<file path="src/hw/rtl/ncl_pkg.sv">
`default_nettype none

package ncl_pkg;

  // Configuration port.
  localparam int CFG_ADDR_W = 5;
  localparam int CFG_DATA_W = 32;

  // Register indexes (byte address divided by four).
  localparam logic [2:0] REG_NUM_CLUSTERS = 3'd0;
  localparam logic [2:0] REG_POLAR_MODE   = 3'd1;
  localparam logic [2:0] REG_MASK_ENABLE  = 3'd2;
  localparam logic [2:0] REG_IMAGE_WIDTH  = 3'd3;
  localparam logic [2:0] REG_IMAGE_HEIGHT = 3'd4;
  localparam logic [2:0] REG_RADIUS_SCALE = 3'd5;

  // Request codes.
  localparam logic [1:0] REQ_LOAD     = 2'd0;
  localparam logic [1:0] REQ_CLASSIFY = 2'd1;
  localparam logic [1:0] REQ_COUNT    = 2'd2;

  // Field widths.
  localparam int NCL_W     = 6;
  localparam int IMG_DIM_W = 13;
  localparam int SCALE_W   = 24;
  localparam int CI_W      = 5;
  localparam int CHAN_W    = 8;
  localparam int FEAT_W    = 16;
  localparam int LABEL_W   = 8;
  localparam int COUNT_W   = 24;
  localparam int ENTRY_W   = 4 * FEAT_W;
  localparam int SQD_W     = 2 * FEAT_W;
  localparam int DIST_W    = SQD_W + 2;

  // Reset values of the registers.
  localparam logic [NCL_W-1:0]     NUM_CLUSTERS_RST = 6'd1;
  localparam logic [IMG_DIM_W-1:0] IMAGE_WIDTH_RST  = 13'd640;
  localparam logic [IMG_DIM_W-1:0] IMAGE_HEIGHT_RST = 13'd480;
  localparam logic [SCALE_W-1:0]   RADIUS_SCALE_RST = 24'd65536;

  localparam logic [LABEL_W-1:0] LABEL_MASKED = 8'd255;
  localparam logic [COUNT_W-1:0] COUNT_MAX    = 24'hFFFFFF;
  localparam logic [FEAT_W-1:0]  FEAT_MAX     = 16'hFFFF;

  // Four features: blue, green, red, radius (element 0 is blue).
  typedef logic [3:0][FEAT_W-1:0] feat_vec_t;

  // Control that travels with each centroid through the distance pipeline.
  typedef struct packed {
    logic vld;
    logic first;
    logic last;
  } dist_ctl_t;

endpackage

`default_nettype wire

</file>
<file path="src/hw/rtl/ncl_dist.sv">
`default_nettype none

module ncl_dist
  import ncl_pkg::*;
#(
  parameter int IDX_W = 5
) (
  input  wire logic             clk,
  input  wire logic             rst_n,
  input  wire dist_ctl_t        ctl,
  input  wire logic [IDX_W-1:0] idx,
  input  wire feat_vec_t        feat,
  input  wire feat_vec_t        mean,
  output logic                  done,
  output logic [IDX_W-1:0]      best_idx
);

  dist_ctl_t               ctl1_r;
  dist_ctl_t               ctl2_r;
  logic [IDX_W-1:0]        idx1_r;
  logic [IDX_W-1:0]        idx2_r;
  logic [3:0][SQD_W-1:0]   sq1_r;
  logic [DIST_W-1:0]       sum2_r;
  logic [DIST_W-1:0]       best_dist_r;
  logic [IDX_W-1:0]        best_idx_r;
  logic                    done_r;
  logic [3:0][FEAT_W-1:0]  diff;

  always_comb begin
    for (int f = 0; f < 4; f++) begin
      diff[f] = (feat[f] > mean[f]) ? feat[f] - mean[f] : mean[f] - feat[f];
    end
  end

  always_ff @(posedge clk) begin
    if (!rst_n) begin
      ctl1_r <= '0;
      ctl2_r <= '0;
      done_r <= 1'b0;
    end else begin
      ctl1_r <= ctl;
      ctl2_r <= ctl1_r;
      done_r <= ctl2_r.vld && ctl2_r.last;
    end
  end

  always_ff @(posedge clk) begin
    for (int f = 0; f < 4; f++) begin
      sq1_r[f] <= diff[f] * diff[f];
    end
    idx1_r <= idx;
    sum2_r <= DIST_W'(sq1_r[0]) + DIST_W'(sq1_r[1]) + DIST_W'(sq1_r[2])
            + DIST_W'(sq1_r[3]);
    idx2_r <= idx1_r;
    // Strict less-than keeps the lowest index on a tie.
    if (ctl2_r.vld && (ctl2_r.first || sum2_r < best_dist_r)) begin
      best_dist_r <= sum2_r;
      best_idx_r  <= idx2_r;
    end
  end

  assign done     = done_r;
  assign best_idx = best_idx_r;

endmodule

`default_nettype wire

</file>
<file path="config.mk">
export PLATFORM = sky130hd
export DESIGN_NAME = ncl_dist
export DESIGN_NICKNAME = d
export VERILOG_FILES = /design/src/hw/rtl/ncl_pkg.sv /design/src/hw/rtl/ncl_dist.sv
export SDC_FILE = /design/constraint.sdc
export NUM_CORES = 2
export LEC_CHECK = 0
export ABC_AREA = 1
export BUFFER_PORTS_ARGS = -buffer_cell sky130_fd_sc_hd__clkbuf_2
export CAP_MARGIN = 10
export CORE_MARGIN = 2
export CORE_UTILIZATION = 30
export DETAILED_ROUTE_END_ITERATION = 12
export HOLD_SLACK_MARGIN = 0.05
export PLACE_DENSITY = 0.5
export REMOVE_ABC_BUFFERS = 1
export SLEW_MARGIN = 10
export SYNTH_ARGS = -nofsm -noshare
export SYNTH_HDL_FRONTEND = slang
export SYNTH_SLANG_ARGS = --single-unit
</file>
<file path="constraint.sdc">
create_clock -name clk -period 8.8 [get_ports clk]
set_clock_uncertainty 0.15 [all_clocks]
set_input_delay 1.32 -clock clk [delete_from_list [all_inputs] [get_ports clk]]
set_output_delay 1.32 -clock clk [all_outputs]
set_load 0.01 [all_outputs]
</file>
==> impl_metrics.toml <==
[status]
outcome = "finished clean"

[floorplan]
ios = 144
chipHeight_um = 392
fp.dieW_um = 392
initial_core_util_pct = 30.2
dieArea_um2 = 154000
design.core.area_um2 = 150000
num_rows = 142

[clocking]
clockRootBuffer = "clkbuf_16"
cts_tree = "built"
clkTransAtPathRegs_ps = 70
postCtsSetupRepairBufs = 0
clock_sinks = 214
cts_resized = 0
numCtsBuffers = 24
cts_max_level = 1
clk_latency_ps = 540
postCtsHoldBufs = 0
clock_path_buffers = 3

[cells_and_area]
fin_nets = 7475
final_common_cell = "inv_1"
drive_above_1_share_pct = 6.80
final_cell_mix = "inv_1 (1421), nand2_1 (1172), fa_1 (721), ha_1 (579), nor2_1 (502)"
syn_to_final_growth_pct = 10.7
final_area_um2 = 50000
num_antenna_cells = 0

[synthesis]
synth_largest_area_cell = "fa_1"
synth_cell_types = 47
syn-instance-count = 5792
synth_edf_count = 39
yosysWarningCount = 0
synth_area_um2 = 45100
synth_area_leaders = "fa_1 (32%), ha_1 (16%), inv_1 (12%)"
async_flop_share_pct = 0
synth_flop_cell = "dfxtp_1"
synth-seq-cells = 214
syn_area_per_cell_um2 = 7.79
synth_top_area_share_pct = 32.0
ys_seq_area_share_pct = 10.4

[placed_design]
portBuffers = 143
place_congestion = 0.882
dp_slack_ps = 19.9
dpl-instance-area_um2 = 49100
dp_hpwl_mm = 108

[global_route]
antenna_found_initial = 3
grt_pass1_wl_mm = 200
track_usage_pct = 16.1
grt_pass1_vias = 37981
gr-total-overflow = 0
grt_start_max_net_pins = 35

[sta]
rsz0062_at_grt = "false"
setup_viol = 0
max_freq_mhz = 122
slew_headroom_pct = 54.4
finalCriticalPeriod_ps = 8210
tightestPinTransition_ps = 677
worst_slack_ps = 593
finalSetupTns_ps = 0
min_period_over_period_pct = 93.3
drv_slew = 0
final_hold_viol_count = 0

[detailed_routing]
wire_per_inst_um = 14.9
drt-initial-drc-count = 1932
totalWireLength_mm = 120
dr.pass1.iters = 6
vias_per_cell = 4.46
vias = 35984
ant_nets = 0
remaining_drc_errors = 0

[setup_path]
cp-startpoint = "feat[0]"
r2r_cells = 12
startpoint_type = "input port"
regToRegEndpoint = "sum2_r[23]$_DFF_P_"
crit_family = "adder cells"
crit_slowest_cell = "fa_1"
reg2reg_from = "sq1_r[71]$_DFF_P_"
crit_path_end_kind = "flip-flop"
worst_ep_arrival_time_ps = 8480
critPathKind = "in -> reg"
cp.required_ps = 9070
path_buf_inv = 10
reg2reg_slack_ps = 5080
path_max_fanout = 12
crit_path_max_incr_delay_ps = 520

[min_path]
min_to = "idx2_r[1]$_DFF_P_"
holdCritStartpoint = "idx1_r[1]$_DFF_P_"
hold_depth = 0
hp-class = "reg -> reg"

[job]
max-cap-violations = 0
==> stage by stage <==
step / instances / utilization, % / hold slack [ps]
3_3_place_gp: 8027 / 32.8 / 162
4_1_cts: 8071 / 33.4 / 177
2_1_floorplan: 5729 / - / 160
6_report: 8071 / 33.4 / 176
3_5_place_dp: 8027 / 32.8 / 162
5_1_grt: 8071 / 33.4 / 182
==> registers in the layout (all words and copies together), names as in the netlist <==
| register | flops |
|---|---|
| sq1_r | 124 |
| best_dist_r | 34 |
| sum2_r | 34 |
| best_idx | 5 |
| idx1_r | 5 |
| idx2_r | 5 |
| ctl1_r | 3 |
| ctl2_r | 3 |
| done | 1 |
==> worst max-delay path by stage <==
stage                              to  depth (start not counted)
global route        sq1_r[28]$_DFF_P_                         34
global placement    sq1_r[28]$_DFF_P_                         34
finish              sq1_r[28]$_DFF_P_                         34
floorplan           sq1_r[31]$_DFF_P_                         38
detailed placement  sq1_r[31]$_DFF_P_                         39
CTS                 sq1_r[31]$_DFF_P_                         38
==> routing by layer <==
layer / GRT usage (%) / wire [um] / share of wire [%]
met5: 0 / 34 / 0.028
met4: 1.98 / 1540 / 1.3
met3: 1.33 / 4570 / 3.8
met2: 27.2 / 56200 / 47
met1: 22.9 / 57900 / 48
==> Yosys cell counts (10+ instances only) <==
library cell,n
xnor2_1,72
nand3_1,166
inv_2,29
nand2_1,1172
ha_1,579
buf_4,10
o21bai_1,32
xor2_1,158
a21oi_1,314
a21o_1,10
fa_1,721
nor4_1,11
clkbuf_2,12
nor3_1,52
nand4_1,25
nand2_2,29
o21ai_0,130
nor2_1,502
edfxtp_1,39
clkbuf_1,10
inv_1,1421
o211ai_1,11
dfxtp_1,175
buf_2,32
==> layout make-up <==
| class | instances | area (um2) |
|---|---|---|
| inverter | 1457 | 5470 |
| timing repair buffer | 282 | 1760 |
| multi-input combinational | 4058 | 34700 |
| clock inverter | 18 | 206 |
| tap | 2016 | 2520 |
| fill | 16162 | 99600 |
| sequential | 214 | 4670 |
| clock buffer | 26 | 639 |
==> kinds of logic (layout without fill, tap and decap cells) <==
family | count (synthesis) | in the layout | synth area share [%]
compound gates | 548 | 548 | 6.67
buf+inv | 1521 | 1783 | 12.9
flops | 214 | 214 | 10.4
simple gates | 1974 | 1974 | 17.5
xor+xnor | 233 | 233 | 4.60
fa+ha+maj | 1300 | 1300 | 48.0
other cells | 2 | 3 | 0.0166
==> worst reg2reg max path: cells and delay by family (launching register included) <==
family                     cells  cell delay [ps]
DFF                            1              520
and+or+nand+nor                7              770
adders and majority gates      3             1310
AOI/OAI and AO/OA              2              840
Power is not shown: default switching activity piles up to over one toggle a cycle in this logic, so the estimate is an artifact.
