===== config.mk =====
export PLATFORM = sky130hd
export DESIGN_NAME = ncl_isqrt
export DESIGN_NICKNAME = d
export VERILOG_FILES = /design/src/hw/rtl/ncl_pkg.sv /design/src/hw/rtl/ncl_isqrt.sv
export SDC_FILE = /design/constraint.sdc
export NUM_CORES = 1
export LEC_CHECK = 0
export BUFFER_PORTS_ARGS = -buffer_cell sky130_fd_sc_hd__buf_2
export CORE_MARGIN = 3
export CORE_UTILIZATION = 45
export CTS_CLUSTER_DIAMETER = 150
export DETAILED_ROUTE_END_ITERATION = 10
export GPL_ROUTABILITY_DRIVEN = 1
export PLACE_DENSITY_LB_ADDON = 0.3
export SETUP_SLACK_MARGIN = 0.4
export SYNTH_ARGS = -nofsm -noshare
export SYNTH_HDL_FRONTEND = slang
export SYNTH_SLANG_ARGS = --single-unit

===== constraint.sdc =====
create_clock -name clk -period 7.3 [get_ports clk]
set_input_delay 0.73 -clock clk [delete_from_list [all_inputs] [get_ports clk]]
set_output_delay 0.73 -clock clk [all_outputs]
set_load 0.03 [all_outputs]

===== src/hw/rtl/ncl_pkg.sv =====
`default_nettype none

package ncl_pkg;

  // Configuration port.
  localparam int CFG_ADDR_W = 5;
  localparam int CFG_DATA_W = 32;

  // Register indexes (byte address divided by four).
  localparam logic [2:0] REG_NUM_CLUSTERS = 3'd0;
  localparam logic [2:0] REG_POLAR_MODE   = 3'd1;
  localparam logic [2:0] REG_MASK_ENABLE  = 3'd2;
  localparam logic [2:0] REG_IMAGE_WIDTH  = 3'd3;
  localparam logic [2:0] REG_IMAGE_HEIGHT = 3'd4;
  localparam logic [2:0] REG_RADIUS_SCALE = 3'd5;

  // Request codes.
  localparam logic [1:0] REQ_LOAD     = 2'd0;
  localparam logic [1:0] REQ_CLASSIFY = 2'd1;
  localparam logic [1:0] REQ_COUNT    = 2'd2;

  // Field widths.
  localparam int NCL_W     = 6;
  localparam int IMG_DIM_W = 13;
  localparam int SCALE_W   = 24;
  localparam int CI_W      = 5;
  localparam int CHAN_W    = 8;
  localparam int FEAT_W    = 16;
  localparam int LABEL_W   = 8;
  localparam int COUNT_W   = 24;
  localparam int ENTRY_W   = 4 * FEAT_W;
  localparam int SQD_W     = 2 * FEAT_W;
  localparam int DIST_W    = SQD_W + 2;

  // Reset values of the registers.
  localparam logic [NCL_W-1:0]     NUM_CLUSTERS_RST = 6'd1;
  localparam logic [IMG_DIM_W-1:0] IMAGE_WIDTH_RST  = 13'd640;
  localparam logic [IMG_DIM_W-1:0] IMAGE_HEIGHT_RST = 13'd480;
  localparam logic [SCALE_W-1:0]   RADIUS_SCALE_RST = 24'd65536;

  localparam logic [LABEL_W-1:0] LABEL_MASKED = 8'd255;
  localparam logic [COUNT_W-1:0] COUNT_MAX    = 24'hFFFFFF;
  localparam logic [FEAT_W-1:0]  FEAT_MAX     = 16'hFFFF;

  // Four features: blue, green, red, radius (element 0 is blue).
  typedef logic [3:0][FEAT_W-1:0] feat_vec_t;

  // Control that travels with each centroid through the distance pipeline.
  typedef struct packed {
    logic vld;
    logic first;
    logic last;
  } dist_ctl_t;

endpackage

`default_nettype wire


===== src/hw/rtl/ncl_isqrt.sv =====
`default_nettype none

module ncl_isqrt
  import ncl_pkg::*;
#(
  parameter int IN_W = 28
) (
  input  wire logic              clk,
  input  wire logic              rst_n,
  input  wire logic              start,
  input  wire logic [IN_W-1:0]   din,
  output logic                   done,
  output logic [IN_W/2-1:0]      root
);

  localparam int OUT_W = IN_W / 2;

  logic            run_r;
  logic            done_r;
  logic [IN_W-1:0] rem_r;
  logic [IN_W-1:0] res_r;
  logic [IN_W-1:0] bit_r;
  logic [IN_W-1:0] trial;

  // One result bit per cycle, two radicand bits consumed per step.
  assign trial = res_r + bit_r;

  always_ff @(posedge clk) begin
    if (!rst_n) begin
      run_r  <= 1'b0;
      done_r <= 1'b0;
    end else begin
      done_r <= 1'b0;
      if (start) begin
        run_r <= 1'b1;
      end else if (run_r && bit_r[0]) begin
        run_r  <= 1'b0;
        done_r <= 1'b1;
      end
    end
  end

  always_ff @(posedge clk) begin
    if (start) begin
      rem_r <= din;
      res_r <= '0;
      bit_r <= IN_W'(1) << (IN_W - 2);
    end else if (run_r) begin
      if (rem_r >= trial) begin
        rem_r <= rem_r - trial;
        res_r <= (res_r >> 1) + bit_r;
      end else begin
        res_r <= res_r >> 1;
      end
      bit_r <= bit_r >> 2;
    end
  end

  assign done = done_r;
  assign root = res_r[OUT_W-1:0];

endmodule

`default_nettype wire


==> results of run 1 <==
power by group through the flow:
stage | Combinational (W) | Sequential [W] | Clock (W)
after floorplan | 0.00105 | 0.000592 | 0
after global placement | 0.00125 | 0.000618 | 0
after detailed placement | 0.00128 | 0.000623 | 0
after CTS | 0.00129 | 0.000616 | 0.000445
after global routing | 0.00145 | 0.000626 | 0.000465
final | 0.00131 | 0.000616 | 0.000434
Yosys cell counts (5+ instances only):
library cell,number
nand2_1,85
buf_2,5
a21o_1,19
nor2b_1,5
o21a_1,9
dfxtp_1,44
mux2i_1,22
a21oi_1,48
mux2_2,5
nand3_1,22
inv_1,22
xor2_1,25
or3_1,6
edfxtp_1,28
a31o_2,9
nand2b_1,9
nor2_1,71
xnor2_1,22
o21bai_1,9
o31ai_1,9
a311oi_1,6
o211ai_1,5
ha_1,58
a31oi_1,29
buf_4,17
nand4_1,11
a211o_1,8
clkbuf_1,21
a211oi_1,13
o21ai_0,48
nor3_1,15
worst min path at each step:
stage	startpoint	end	slack, ns
finish	res_r[0]$_SDFFE_PP0P_	res_r[0]$_SDFFE_PP0P_	0.53
floorplan	res_r[0]$_SDFFE_PP0P_	res_r[0]$_SDFFE_PP0P_	0.48
global route	res_r[0]$_SDFFE_PP0P_	res_r[0]$_SDFFE_PP0P_	0.56
global placement	res_r[0]$_SDFFE_PP0P_	res_r[0]$_SDFFE_PP0P_	0.51
detailed placement	res_r[0]$_SDFFE_PP0P_	res_r[0]$_SDFFE_PP0P_	0.52
CTS	res_r[0]$_SDFFE_PP0P_	res_r[0]$_SDFFE_PP0P_	0.53
layer usage:
metal / vias to the layer above / wire length [um]
li1: 2926 / -
met1: 2880 / 7840
met2: 217 / 8230
met3: 28 / 1070
met4: 0 / 276
met5: - / 0
through the flow:
step	area [um^2]	cells	power, W	setup slack [ns]	utilization [%]
after global routing	6910	970	0.00254	1.94	51.0
after global placement	6620	954	0.00186	2.55	48.9
after floorplan	6410	778	0.00164	1.08	-
after detailed placement	6620	954	0.00190	2.34	48.9
after CTS	6910	970	0.00235	2.29	51.0
final	6910	970	0.00236	2.24	51.0
area by class of cell:
class / instances / area share [%]
inverters: 22 / 1.20
well taps: 176 / 3.19
flip-flops and latches: 72 / 24.9
multi-input cells: 636 / 63.0
repair buffers: 48 / 3.59
clock buffers: 14 / 3.97
clock inverters: 2 / 0.163
flip-flops by register name, indices dropped and copies added (netlist names):
name and count:
bit_r 14, done 1, res_r 28, run_r 1, rem_r 28
worst reg2reg max path, delay by kind of cell, from the launching register on:
family	cells	cell delay [ns]
simple gates	2	0.66
xor+xnor	1	0.17
fa+ha+maj	2	0.62
flops	1	0.45
mux	1	0.26
compound gates	10	2.81
logic make-up (layout without fill, tap and decap cells):
family | after synthesis | after routing | share of synthesized area [%]
muxes | 27 | 27 | 4.31
DFF | 72 | 72 | 26.9
buffers and inverters | 70 | 86 | 5.31
adders and majority gates | 59 | 59 | 11.6
AOI/OAI and AO/OA | 248 | 248 | 26.6
xor gates and xnor gates | 47 | 47 | 6.42
and+or+nand+nor | 255 | 255 | 18.8
==> flow_summary.rst, run 1 <==
.. list-table::
   :header-rows: 1

   * - Metric
     - Value
   * - Run status
     - finished, final reports clean
   * - Commonest non-fill, non-tap cell in the layout
     - nand2_1
   * - Mean area per synthesized cell
     - 8.24 um^2
   * - Number of maximum-capacitance constraint violations
     - 0
   * - Overall via count from detail_route
     - 6051
   * - Pin count of the biggest net entering global routing
     - 50
   * - Maximum frequency from static timing analysis
     - 198 MHz
   * - Crit Path Category
     - flop to flop
   * - Sequential cell area
     - approximately 0.0017 mm^2
   * - Area growth from synthesis to layout
     - 7.81%
   * - Total standard cell area after synthesis
     - 0.00641 mm^2
   * - Avg Vias per Cell
     - 6.24
   * - Clock tree from TritonCTS
     - done
   * - GR Layer Usage met1
     - about 30%
   * - Final Hold Slack
     - 0.528 ns
   * - # DRC
     - 0
   * - Cell accounting for the most synthesized area
     - dfxtp_1
   * - Clk Tree Root Cell
     - clkbuf_16
   * - IO Count
     - 46
   * - Instance count along the most critical hold path
     - 2
   * - Highest net fanout along the worst path
     - 19
   * - Number of antenna violations at the first check in global routing
     - 0
   * - Endpoint of the worst register-to-register path
     - res_r[12]$_SDFFE_PP0P_
   * - Antenna diodes
     - 0
   * - CTS buffer count
     - 9
   * - Final nets
     - ~880
   * - Final WL
     - roughly 17 mm
   * - Slowest Stage Delay on Critical Path
     - approximately 0.56 ns
   * - IR Drop Worst-Case VDD
     - 0.297 mV
   * - Yosys warnings
     - 0
   * - CP required
     - approximately 7.6 ns
   * - Insertion delay to the later sink of the worst-skew pair
     - 0.35 ns
   * - Internal cell power
     - 0.00130 W
   * - Resized Gates After CTS
     - 0
   * - CP max-delay cell
     - nand3_2
   * - Met2 track demand over resource in global routing
     - 35.4%
   * - R2r worst-path depth
     - 16
   * - Total negative slack
     - 0 ns
   * - Gpl congestion
     - 0.922
   * - Unrepaired setup endpoints after global routing
     - no
   * - Number of standard cells after synthesis
     - 778
   * - Relative contribution of combinational cells to total power
     - between 50% and 60%
   * - Net count after synthesis
     - 868
   * - Die X
     - 125 um
   * - Met3 usage
     - 4.73%
   * - Worst-case register-to-register setup slack
     - approximately 2.2 ns
   * - Clock slew at the register clock pins of the worst setup and hold paths
     - 0.06 ns
   * - Worst-path cell chain
     - ha_1, a31oi_1, o21bai_1, a31o_2, a211oi_1, o21bai_1, a21boi_0, xor2_1, ha_1, a21oi_1, nand2_1, a21o_1, a21oi_1, nand3_2, mux2i_1, a221oi_1
   * - Worst Setup SP
     - res_r[2]$_SDFFE_PP0P_
   * - Startpoint Class
     - flop
   * - Hold/Removal Path Class
     - flop to flop
   * - Arr. time, crit path
     - 5.31 ns
   * - Number of synthesized flops with an enable pin
     - 28
   * - Core area
     - 0.0136 mm^2
   * - GRT Total Usage
     - 22.1%
   * - Leakage power
     - 2.80 nW
   * - Kind of capture point of the worst setup path
     - flop
   * - Setup crit end
     - res_r[12]$_SDFFE_PP0P_
   * - Std cell rows
     - 42
   * - Clock tree sinks
     - between 70 and 80
   * - Kind of cell adding the most delay to the critical path
     - compound AO/OA/AOI/OAI gates
   * - Sum of net half-perimeters after detailed placement
     - 12.7 mm
   * - H-tree Lvls
     - 3
   * - Share of post-route cells with drive strength above 1
     - 11.5%
   * - Die area
     - roughly 0.016 mm^2
   * - Clock skew after layout
     - around 0.0077 ns
   * - Remaining max-slew budget at the tightest pin
     - 47.3%
   * - Setup violators final
     - 0
   * - Fillers
     - roughly 1300
   * - GR Overflow Total
     - 0
   * - Buffers inserted by post-CTS timing repair
     - 0
   * - ANT nets after route
     - 0
   * - Count of final hold-check violations
     - 0
   * - Global-route wire length before repair
     - between 20 and 30 mm
   * - Violation count after the first detailed-route iteration
     - 537
   * - Number of distinct library cells after synthesis
     - 71
   * - Die Ht
     - 125 um
   * - Switching fraction of total power
     - 44.8%
   * - Min cycle time layout
     - 5.06 ns
   * - Number of iterations in the first detailed-routing pass
     - 5
   * - Net switching component of the power
     - 0.00106 W
   * - Share of the synthesized area in the top cell type
     - 13.7%
   * - Dominant register cell in the synthesized netlist
     - dfxtp_1
   * - Total stage count of the critical path
     - 16
   * - Most heavily used metal layer in global routing
     - met2
   * - Commonest cells after routing, fill and taps aside
     - 85 x nand2_1, 71 x nor2_1, 58 x ha_1
   * - Maximum buffer depth of the clock tree
     - 2
   * - Seq pwr share
     - a little over a quarter
   * - Count of hold-fix buffers inserted at cts
     - 0
   * - Power per Cell Area
     - 341 mW/mm^2
   * - Number of buffers and inverters on the critical path
     - 0
   * - Effective utilization at floorplan
     - 47.3%
   * - Period utilisation layout
     - 69.3%
   * - Transition time at the pin with the least slew margin
     - 0.788 ns
   * - Buffers on Ports
     - 45
   * - #FFs+latches synth
     - 72
   * - Part of the Yosys area used for sequential elements
     - 26.9%
   * - Area taken by multi-input logic gates
     - 0.00435 mm^2
   * - Cells taking the most area after synthesis
     - dfxtp_1 14%, edfxtp_1 13%, ha_1 11%, nand2_1 5.0%, nor2_1 4.2%
   * - Clock network power share
     - 18.4%
   * - Max-slew violation total from the final report
     - 0
   * - R2R Path Start
     - res_r[2]$_SDFFE_PP0P_
   * - Number of global-route vias before repair
     - 5809
   * - Per-cell routed wire length
     - 18.0 um
   * - Share of synthesized flip-flops with an asynchronous set or reset
     - 0%
(Power assumes the default switching activity.)
==> run 2: changes to the inputs <==
Settings changed: ABC_AREA set to 1.
Clock period 7.3 ns to 5.15 ns, I/O delays scaled along.
==> run 2 against run 1 <==
Critical path depth is 4 higher; synthesized area up 18%; final area up 18%; die area rose by 17%; sequential share of layout area fell by 3.9 points; worst hold slack worse by 0.13 ns; largest cell class unchanged; first-iteration DRC count is 27% higher; maximum frequency up 14%; routed wire length increased by 27%; via count increased by 31%; critical path type unchanged; synthesized cell count increased by 59%; clock skew fell by 0.0033 ns.
==> flow_summary.rst, run 2 <==
.. list-table::
   :header-rows: 1

   * - Metric
     - Value
   * - Run status
     - finished, final reports clean (unchanged)
   * - Worst setup slack after placement
     - 0.803 ns (was 2.34 ns)
   * - Clock slew at the register clock pins of the worst setup and hold paths
     - 0.06 ns (about the same)
   * - Worst-case register-to-register setup slack
     - 0.70 ns (was 2.24 ns)
   * - Leakage power
     - 3.82 nW (was 2.80 nW)
   * - Kind of cell adding the most delay to the critical path
     - simple AND/OR/NAND/NOR gates (was compound AO/OA/AOI/OAI gates)
   * - Gpl congestion
     - 1.03 (was 0.922)
   * - Core area
     - 0.0162 mm^2 (was 0.0136 mm^2)
   * - Die area
     - 0.0185 mm^2 (was 0.0157 mm^2)
   * - R2r worst-path depth
     - 20 (was 16)
   * - Worst Setup SP
     - res_r[2]$_SDFFE_PP0P_ (unchanged)
   * - Std cell rows
     - 46 (was 42)
   * - Remaining max-slew budget at the tightest pin
     - 52.5% (was 47.3%)
   * - Number of distinct library cells after synthesis
     - 44 (was 71)
   * - Crit Path Category
     - flop to flop (unchanged)
   * - Setup crit end
     - rem_r[14]$_DFFE_PP_ (was res_r[12]$_SDFFE_PP0P_)
   * - Yosys warnings
     - 0 (unchanged)
   * - Final nets
     - 1343 (was 879)
   * - Pin count of the biggest net entering global routing
     - 65 (was 50)
   * - Clock skew after layout
     - 0.00445 ns (was 0.00775 ns)
   * - Insertion delay to the later sink of the worst-skew pair
     - 0.35 ns (about the same)
   * - Share of post-route cells with drive strength above 1
     - 8.82% (was 11.5%)
   * - Per-cell routed wire length
     - 15.0 um (was 18.0 um)
   * - Min cycle time layout
     - 4.45 ns (was 5.06 ns)
   * - Clock tree from TritonCTS
     - done (unchanged)
   * - Violation count after the first detailed-route iteration
     - 683 (was 537)
   * - Total standard cell area after synthesis
     - 0.00759 mm^2 (was 0.00641 mm^2)
   * - Number of global-route vias before repair
     - 7170 (was 5809)
   * - Startpoint Class
     - flop (unchanged)
   * - ANT nets after route
     - 0 (unchanged)
   * - Commonest cells after routing, fill and taps aside
     - 410 x nand2_1, 141 x inv_1, 110 x nor2_1 (was 85 x nand2_1, 71 x nor2_1, 58 x ha_1)
   * - Number of maximum-capacitance constraint violations
     - 0 (unchanged)
   * - Count of final hold-check violations
     - 0 (unchanged)
   * - Commonest non-fill, non-tap cell in the layout
     - nand2_1 (unchanged)
   * - Net count after synthesis
     - 1329 (was 868)
   * - Share of the synthesized area in the top cell type
     - 20.3% (was 13.7%)
   * - Part of the Yosys area used for sequential elements
     - 22.7% (was 26.9%)
   * - Sum of net half-perimeters after detailed placement
     - 17.3 mm (was 12.7 mm)
   * - IO Count
     - 46 (unchanged)
   * - Kind of capture point of the worst setup path
     - flop (unchanged)
   * - Largest registers
     - rem_r x28, res_r x28, bit_r x14 (unchanged)
   * - Max-slew violation total from the final report
     - 0 (unchanged)
   * - Die Ht
     - 136 um (was 125 um)
   * - Buffers on Ports
     - 45 (unchanged)
   * - CP most frequent cell
     - nand2_1
   * - Setup violators final
     - 0 (unchanged)
   * - Total negative slack
     - 0 ns (unchanged)
   * - CP max-delay cell
     - o21ai_0 (was nand3_2)
   * - Most used standard cell by instance count after synthesis
     - nand2_1 (unchanged)
   * - Final WL
     - 22.2 mm (was 17.4 mm)
   * - Clock tree sinks
     - 72 (unchanged)
   * - Total stage count of the critical path
     - 20 (was 16)
   * - Die X
     - 136 um (was 125 um)
   * - Seq pwr share
     - 25.0% (was 26.2%)
   * - Worst-path cell chain
     - ha_1, nand3_1, nand2_1, a21oi_1, o21ai_0, nand2_1, nand2_1, nand4_1, nand3b_1, nand2_1, ha_1, nand2_1, nor2_2, nand2_1, nor3b_2, nand2_2, nand3_2, nand2_1, nand2_1, buf_4 (was ha_1, a31oi_1, o21bai_1, a31o_2, a211oi_1, o21bai_1, a21boi_0, xor2_1, ha_1, a21oi_1, nand2_1, a21o_1, a21oi_1, nand3_2, mux2i_1, a221oi_1)
   * - Antenna diodes
     - 0 (unchanged)
   * - Share of synthesized flip-flops with an asynchronous set or reset
     - 0% (unchanged)
   * - Clock network power share
     - 17.9% (was 18.4%)
   * - Clk Tree Root Cell
     - clkbuf_16 (unchanged)
   * - Number of buffers and inverters on the critical path
     - 1 (was 0)
   * - Net switching component of the power
     - 0.00171 W (was 0.00106 W)
   * - Avg Vias per Cell
     - 5.39 (was 6.24)
   * - Switching fraction of total power
     - 48.5% (was 44.8%)
   * - Maximum frequency from static timing analysis
     - 225 MHz (was 198 MHz)
   * - Cell accounting for the most synthesized area
     - nand2_1 (was dfxtp_1)
   * - #FFs+latches synth
     - 72 (unchanged)
   * - GR Overflow Total
     - 0 (unchanged)
   * - Transition time at the pin with the least slew margin
     - 0.712 ns (was 0.788 ns)
   * - Slowest Stage Delay on Critical Path
     - 0.49 ns (was 0.56 ns)
   * - Number of iterations in the first detailed-routing pass
     - 5 (unchanged)
   * - Internal cell power
     - 0.00181 W (was 0.00130 W)
   * - Endpoint of the worst register-to-register path
     - rem_r[14]$_DFFE_PP_ (was res_r[12]$_SDFFE_PP0P_)
   * - Ranking of synthesized cells by instance count
     - 410 x nand2_1, 141 x inv_1, 110 x nor2_1, 97 x nand3_1, 68 x a21oi_1 (was 85 x nand2_1, 71 x nor2_1, 58 x ha_1, 48 x a21oi_1, 48 x o21ai_0)
   * - Fillers
     - 1691 (was 1314)
   * - Overall via count from detail_route
     - 7950 (was 6051)
   * - CP required
     - 5.16 ns (was 7.55 ns)
   * - Number of standard cells after synthesis
     - 1239 (was 778)
   * - Unrepaired setup endpoints after global routing
     - no (unchanged)
   * - GRT Total Usage
     - 24.5% (was 22.1%)
   * - Number of antenna violations at the first check in global routing
     - 0 (unchanged)
   * - Dominant register cell in the synthesized netlist
     - dfxtp_1 (unchanged)
   * - Mean area per synthesized cell
     - 6.12 um^2 (was 8.24 um^2)
   * - Relative contribution of combinational cells to total power
     - 57.1% (was 55.4%)
   * - Highest net fanout along the worst path
     - 28 (was 19)
   * - Arr. time, crit path
     - 4.46 ns (was 5.31 ns)
   * - # DRC
     - 0 (unchanged)
   * - Maximum buffer depth of the clock tree
     - 2 (unchanged)
   * - R2R Path Start
     - res_r[2]$_SDFFE_PP0P_ (unchanged)
   * - Area growth from synthesis to layout
     - 7.65% (was 7.81%)
   * - Hold path startpoint
     - rst_n (was res_r[0]$_SDFFE_PP0P_)
   * - CTS buffer count
     - 9 (unchanged)
   * - Global-route wire length before repair
     - 36.3 mm (was 28.6 mm)
   * - IR Drop Worst-Case VDD
     - 0.297 mV (about the same)
   * - Worst path setup slack after routing
     - 0.700 ns (was 2.24 ns)
   * - H-tree Lvls
     - 3 (unchanged)
   * - Period utilisation layout
     - 86.4% (was 69.3%)
   * - Cells taking the most area after synthesis
     - nand2_1 20%, dfxtp_1 12%, edfxtp_1 11%, ha_1 9.6%, inv_1 7.0% (was dfxtp_1 14%, edfxtp_1 13%, ha_1 11%, nand2_1 5.0%, nor2_1 4.2%)
   * - Hold/Removal Path Class
     - input port to flop (was flop to flop)
   * - Effective utilization at floorplan
     - 46.9% (was 47.3%)
   * - Power per Cell Area
     - 432 mW/mm^2 (was 341 mW/mm^2)
   * - Number of synthesized flops with an enable pin
     - 28 (unchanged)
run 2: what timing repair did:
action / in CTS / in global routing
setup endpoints to repair: 0 / 10
buffers inserted: 0 / 0
hold buffers: 0 / 0
resized for setup: 0 / 1
run 2: area by class of cell:
type                    count  area (um^2)  share of cell area (%)
multi-input cells         970         5040                    61.7
flip-flops and latches     72         1720                    21.1
inverters                 146          548                    6.71
repair buffers             54          293                    3.59
well taps                 216          270                    3.31
clock buffers              10          250                    3.06
clock inverters             6         47.5                   0.582
run 2: how the worst min path moves through the flow:
| stage | cells after the start | endpoint |
|---|---|---|
| 2_1_floorplan | 2 | bit_r[26]$_SDFFE_PP1P_ |
| 3_3_place_gp | 2 | run_r$_SDFFE_PN0P_ |
| 3_5_place_dp | 2 | run_r$_SDFFE_PN0P_ |
| 4_1_cts | 3 | run_r$_SDFFE_PN0P_ |
| 5_1_grt | 3 | run_r$_SDFFE_PN0P_ |
| 6_report | 3 | run_r$_SDFFE_PN0P_ |
run 2: tightest hold or removal path, delay by kind of cell:
kind,cells,cell delay [ns]
buf+inv,2,0.15
compound gates,1,0.04
run 2: kinds of logic (layout without fill, tap and decap cells):
group	Yosys count	in the layout	share of synthesized area (%)
simple gates	714	714	40.3
buf+inv	197	216	10.9
compound gates	156	156	11.5
flops	72	72	22.7
fa+ha+maj	59	59	9.83
xor+xnor	41	41	4.73
run 2: power groups by stage:
stage	Sequential, W	Combinational (W)	Clock (W)
floorplan	0.000823	0.00162	0
global placement	0.000887	0.00198	0
detailed placement	0.000889	0.00198	0
CTS	0.000878	0.00199	0.000644
global route	0.000896	0.00228	0.000668
finish	0.000880	0.00201	0.000632
run 2: through the flow:
step | utilization [%] | hold WS (ns) | std cells | total power (W) | cell area [um^2]
6_report | 50.5 | 0.397 | 1474 | 0.00352 | 8170
5_1_grt | 50.5 | 0.409 | 1474 | 0.00385 | 8170
4_1_cts | 50.5 | 0.390 | 1474 | 0.00352 | 8170
3_5_place_dp | 48.7 | 0.470 | 1458 | 0.00287 | 7870
3_3_place_gp | 48.7 | 0.470 | 1458 | 0.00286 | 7870
2_1_floorplan | - | 0.461 | 1239 | 0.00245 | 7590
run 2: per-layer routing:
layer / vias up / track usage (%) / part of all wire (%)
met3: 31 / 3.33 / 7.4
met4: 0 / 6.83 / 2.0
met5: - / 0 / 0
li1: 4064 / - / -
met2: 291 / 38.8 / 44
met1: 3564 / 35.1 / 47
==> run 3: changes to the inputs <==
Settings changed: CORE_UTILIZATION 45 to 60.
==> run 3 against run 2 <==
Core utilization grew 16 points; first-iteration DRC count grew 12%; worst hold slack improved by 0.022 ns; combinational power grew 2%; sequential power fell by 0.8%; flip-flop and latch count did not move; largest power group unchanged; highest routed layer unchanged; critical path depth stayed put.
==> flow_summary.rst, run 3 (synthesis gave the netlist of run 2 again) <==
.. list-table::
   :header-rows: 1

   * - Metric
     - Value
   * - Count of hold-fix buffers inserted at cts
     - 0 (unchanged)
   * - Die Ht
     - 118 um (was 136 um)
   * - Buffers inserted by post-CTS timing repair
     - 0 (unchanged)
   * - Slowest Stage Delay on Critical Path
     - 0.43 ns (was 0.49 ns)
   * - Power per Cell Area
     - 436 mW/mm^2 (was 432 mW/mm^2)
   * - CP max-delay cell
     - dfxtp_1 (was o21ai_0)
   * - Largest registers
     - rem_r x28, res_r x28, bit_r x14 (unchanged)
   * - Die X
     - 118 um (was 136 um)
   * - Die area
     - 0.0140 mm^2 (was 0.0185 mm^2)
   * - IO Count
     - 46 (unchanged)
   * - Gpl congestion
     - 1.00 (was 1.03)
   * - Remaining max-slew budget at the tightest pin
     - 50.3% (was 52.5%)
   * - Sum of net half-perimeters after detailed placement
     - 17.2 mm (was 17.3 mm)
   * - Number of antenna violations at the first check in global routing
     - 0 (unchanged)
   * - ANT nets after route
     - 0 (unchanged)
   * - Worst-path cell chain
     - ha_1, nand2_1, o21ai_0, nand2_1, o21ai_0, inv_1, nand2_1, nand2_1, nand3_1, nand2_1, ha_1, nand2_2, nor2_2, nand2_1, nor3b_2, nand2_4, nand3_2, nand2_1, nand2_1, buf_4 (was ha_1, nand3_1, nand2_1, a21oi_1, o21ai_0, nand2_1, nand2_1, nand4_1, nand3b_1, nand2_1, ha_1, nand2_1, nor2_2, nand2_1, nor3b_2, nand2_2, nand3_2, nand2_1, nand2_1, buf_4)
   * - Violation count after the first detailed-route iteration
     - 762 (was 683)
   * - Final WL
     - 22.2 mm (about the same)
   * - Unrepaired setup endpoints after global routing
     - no (unchanged)
   * - Run status
     - finished, final reports clean (unchanged)
   * - Count of final hold-check violations
     - 0 (unchanged)
   * - Kind of cell adding the most delay to the critical path
     - simple AND/OR/NAND/NOR gates (unchanged)
   * - Number of iterations in the first detailed-routing pass
     - 6 (was 5)
   * - Antenna diodes
     - 0 (unchanged)
   * - Crit Path Category
     - flop to flop (unchanged)
   * - Effective utilization at floorplan
     - 62.4% (was 46.9%)
   * - Fillers
     - 1172 (was 1691)
   * - Avg Vias per Cell
     - 5.62 (was 5.39)
   * - Global-route wire length before repair
     - 36.2 mm (was 36.3 mm)
   * - Final Hold Slack
     - 0.420 ns (was 0.397 ns)
   * - Max-slew violation total from the final report
     - 0 (unchanged)
   * - Commonest cells after routing, fill and taps aside
     - 410 x nand2_1, 141 x inv_1, 110 x nor2_1 (unchanged)
   * - CP most frequent cell
     - nand2_1 (unchanged)
   * - Total negative slack
     - 0 ns (unchanged)
   * - Number of buffers and inverters on the critical path
     - 2 (was 1)
   * - Total design power
     - 0.00354 W (was 0.00352 W)
   * - Arr. time, crit path
     - 4.31 ns (was 4.46 ns)
   * - Area taken by multi-input logic gates
     - 0.00504 mm^2 (about the same)
   * - Number of maximum-capacitance constraint violations
     - 0 (unchanged)
   * - Startpoint Class
     - flop (unchanged)
   * - Maximum frequency from static timing analysis
     - 232 MHz (was 225 MHz)
   * - Period utilisation layout
     - 83.6% (was 86.4%)
   * - CTS buffer count
     - 9 (unchanged)
   * - Share of post-route cells with drive strength above 1
     - 8.98% (was 8.82%)
   * - Number of global-route vias before repair
     - 7381 (was 7170)
   * - Instance count along the most critical hold path
     - 3 (unchanged)
   * - GRT Total Usage
     - 31.4% (was 24.5%)
   * - Min cycle time layout
     - 4.31 ns (was 4.45 ns)
   * - Final nets
     - 1344 (was 1343)
   * - Clock skew after layout
     - 0.00967 ns (was 0.00445 ns)
   * - Insertion delay to the later sink of the worst-skew pair
     - 0.35 ns (about the same)
   * - Area growth from synthesis to layout
     - 6.96% (was 7.65%)
   * - H-tree Lvls
     - 3 (unchanged)
   * - GR Overflow Total
     - 0 (unchanged)
   * - Std cell rows
     - 40 (was 46)
   * - Overall via count from detail_route
     - 8021 (was 7950)
   * - Transition time at the pin with the least slew margin
     - 0.746 ns (was 0.712 ns)
   * - Worst path setup slack after routing
     - 0.843 ns (was 0.700 ns)
   * - Per-cell routed wire length
     - 15.6 um (was 15.0 um)
   * - Kind of capture point of the worst setup path
     - flop (unchanged)
   * - Maximum buffer depth of the clock tree
     - 2 (unchanged)
   * - Clock tree sinks
     - 72 (unchanged)
   * - Sequential cell area
     - 0.00172 mm^2 (about the same)
   * - Clock slew at the register clock pins of the worst setup and hold paths
     - 0.06 ns (about the same)
   * - # DRC
     - 0 (unchanged)
   * - IR Drop Worst-Case VDD
     - 0.368 mV (was 0.297 mV)
   * - Hold/Removal Path Class
     - input port to flop (unchanged)
   * - Buffers on Ports
     - 45 (unchanged)
   * - Leakage power
     - 3.82 nW (about the same)
   * - Clock tree from TritonCTS
     - done (unchanged)
   * - R2r worst-path depth
     - 20 (unchanged)
   * - Worst setup slack after placement
     - 0.747 ns (was 0.803 ns)
   * - Highest net fanout along the worst path
     - 28 (unchanged)
   * - CP required
     - 5.15 ns (was 5.16 ns)
   * - Clk Tree Root Cell
     - clkbuf_16 (unchanged)
   * - Core area
     - 0.0122 mm^2 (was 0.0162 mm^2)
   * - Setup violators final
     - 0 (unchanged)
   * - Pin count of the biggest net entering global routing
     - 65 (unchanged)
   * - Commonest non-fill, non-tap cell in the layout
     - nand2_1 (unchanged)
   * - Total stage count of the critical path
     - 20 (unchanged)
## run 3: repair_timing
action / in CTS / in global routing
hold endpoints to repair: 0 / 0
endpoints found under the setup margin: 0 / 37
resized for setup: 0 / 4
## run 3: final timing paths
kind	startpoint	endpoint	slack [ns]
worst min-delay path	rst_n	run_r$_SDFFE_PN0P_	0.42
worst max-delay path	res_r[12]$_SDFFE_PP0P_	rem_r[15]$_DFFE_PP_	0.84
worst min register to register	res_r[0]$_SDFFE_PP0P_	res_r[0]$_SDFFE_PP0P_	0.49
worst max register to register	res_r[12]$_SDFFE_PP0P_	rem_r[15]$_DFFE_PP_	0.84
## run 3: layer usage
layer  routed length [um]  GRT usage [%]  share of wire, %  up-vias
met5                    0              0                 0        -
met4                  536           9.56               2.4        0
met3                 2060           7.89               9.3       40
met2                 9590           47.1                43      334
met1                10100           44.4                45     3567
li1                     -              -                 -     4080
## run 3: worst min-delay path, delay by kind of cell
kind	cells	cell delay [ns]
buffers and inverters	2	0.16
AOI/OAI and AO/OA	1	0.04
## run 3: layout make-up
type / instances / area share (%)
Multi-Input combinational cell: 970 / 62.1
Inverter: 146 / 6.75
Sequential cell: 72 / 21.2
Tap cell: 168 / 2.59
Clock buffer: 11 / 3.11
Timing Repair Buffer: 55 / 3.70
Clock inverter: 5 / 0.478
## run 3: through the flow
stage | cells | area (um^2) | util (%)
after CTS | 1427 | 8110 | 66.7
after global placement | 1411 | 7820 | 64.3
after detailed placement | 1411 | 7820 | 64.3
after floorplan | 1239 | 7590 | -
final | 1427 | 8110 | 66.7
after global routing | 1427 | 8110 | 66.7
## run 3: report_power, final
| group | internal [W] | switching, W |
|---|---|---|
| clock network | 0.000356 | 0.000261 |
| registers | 0.000754 | 0.000119 |
| logic | 0.000703 | 0.00134 |
| total | 0.00181 | 0.00172 |
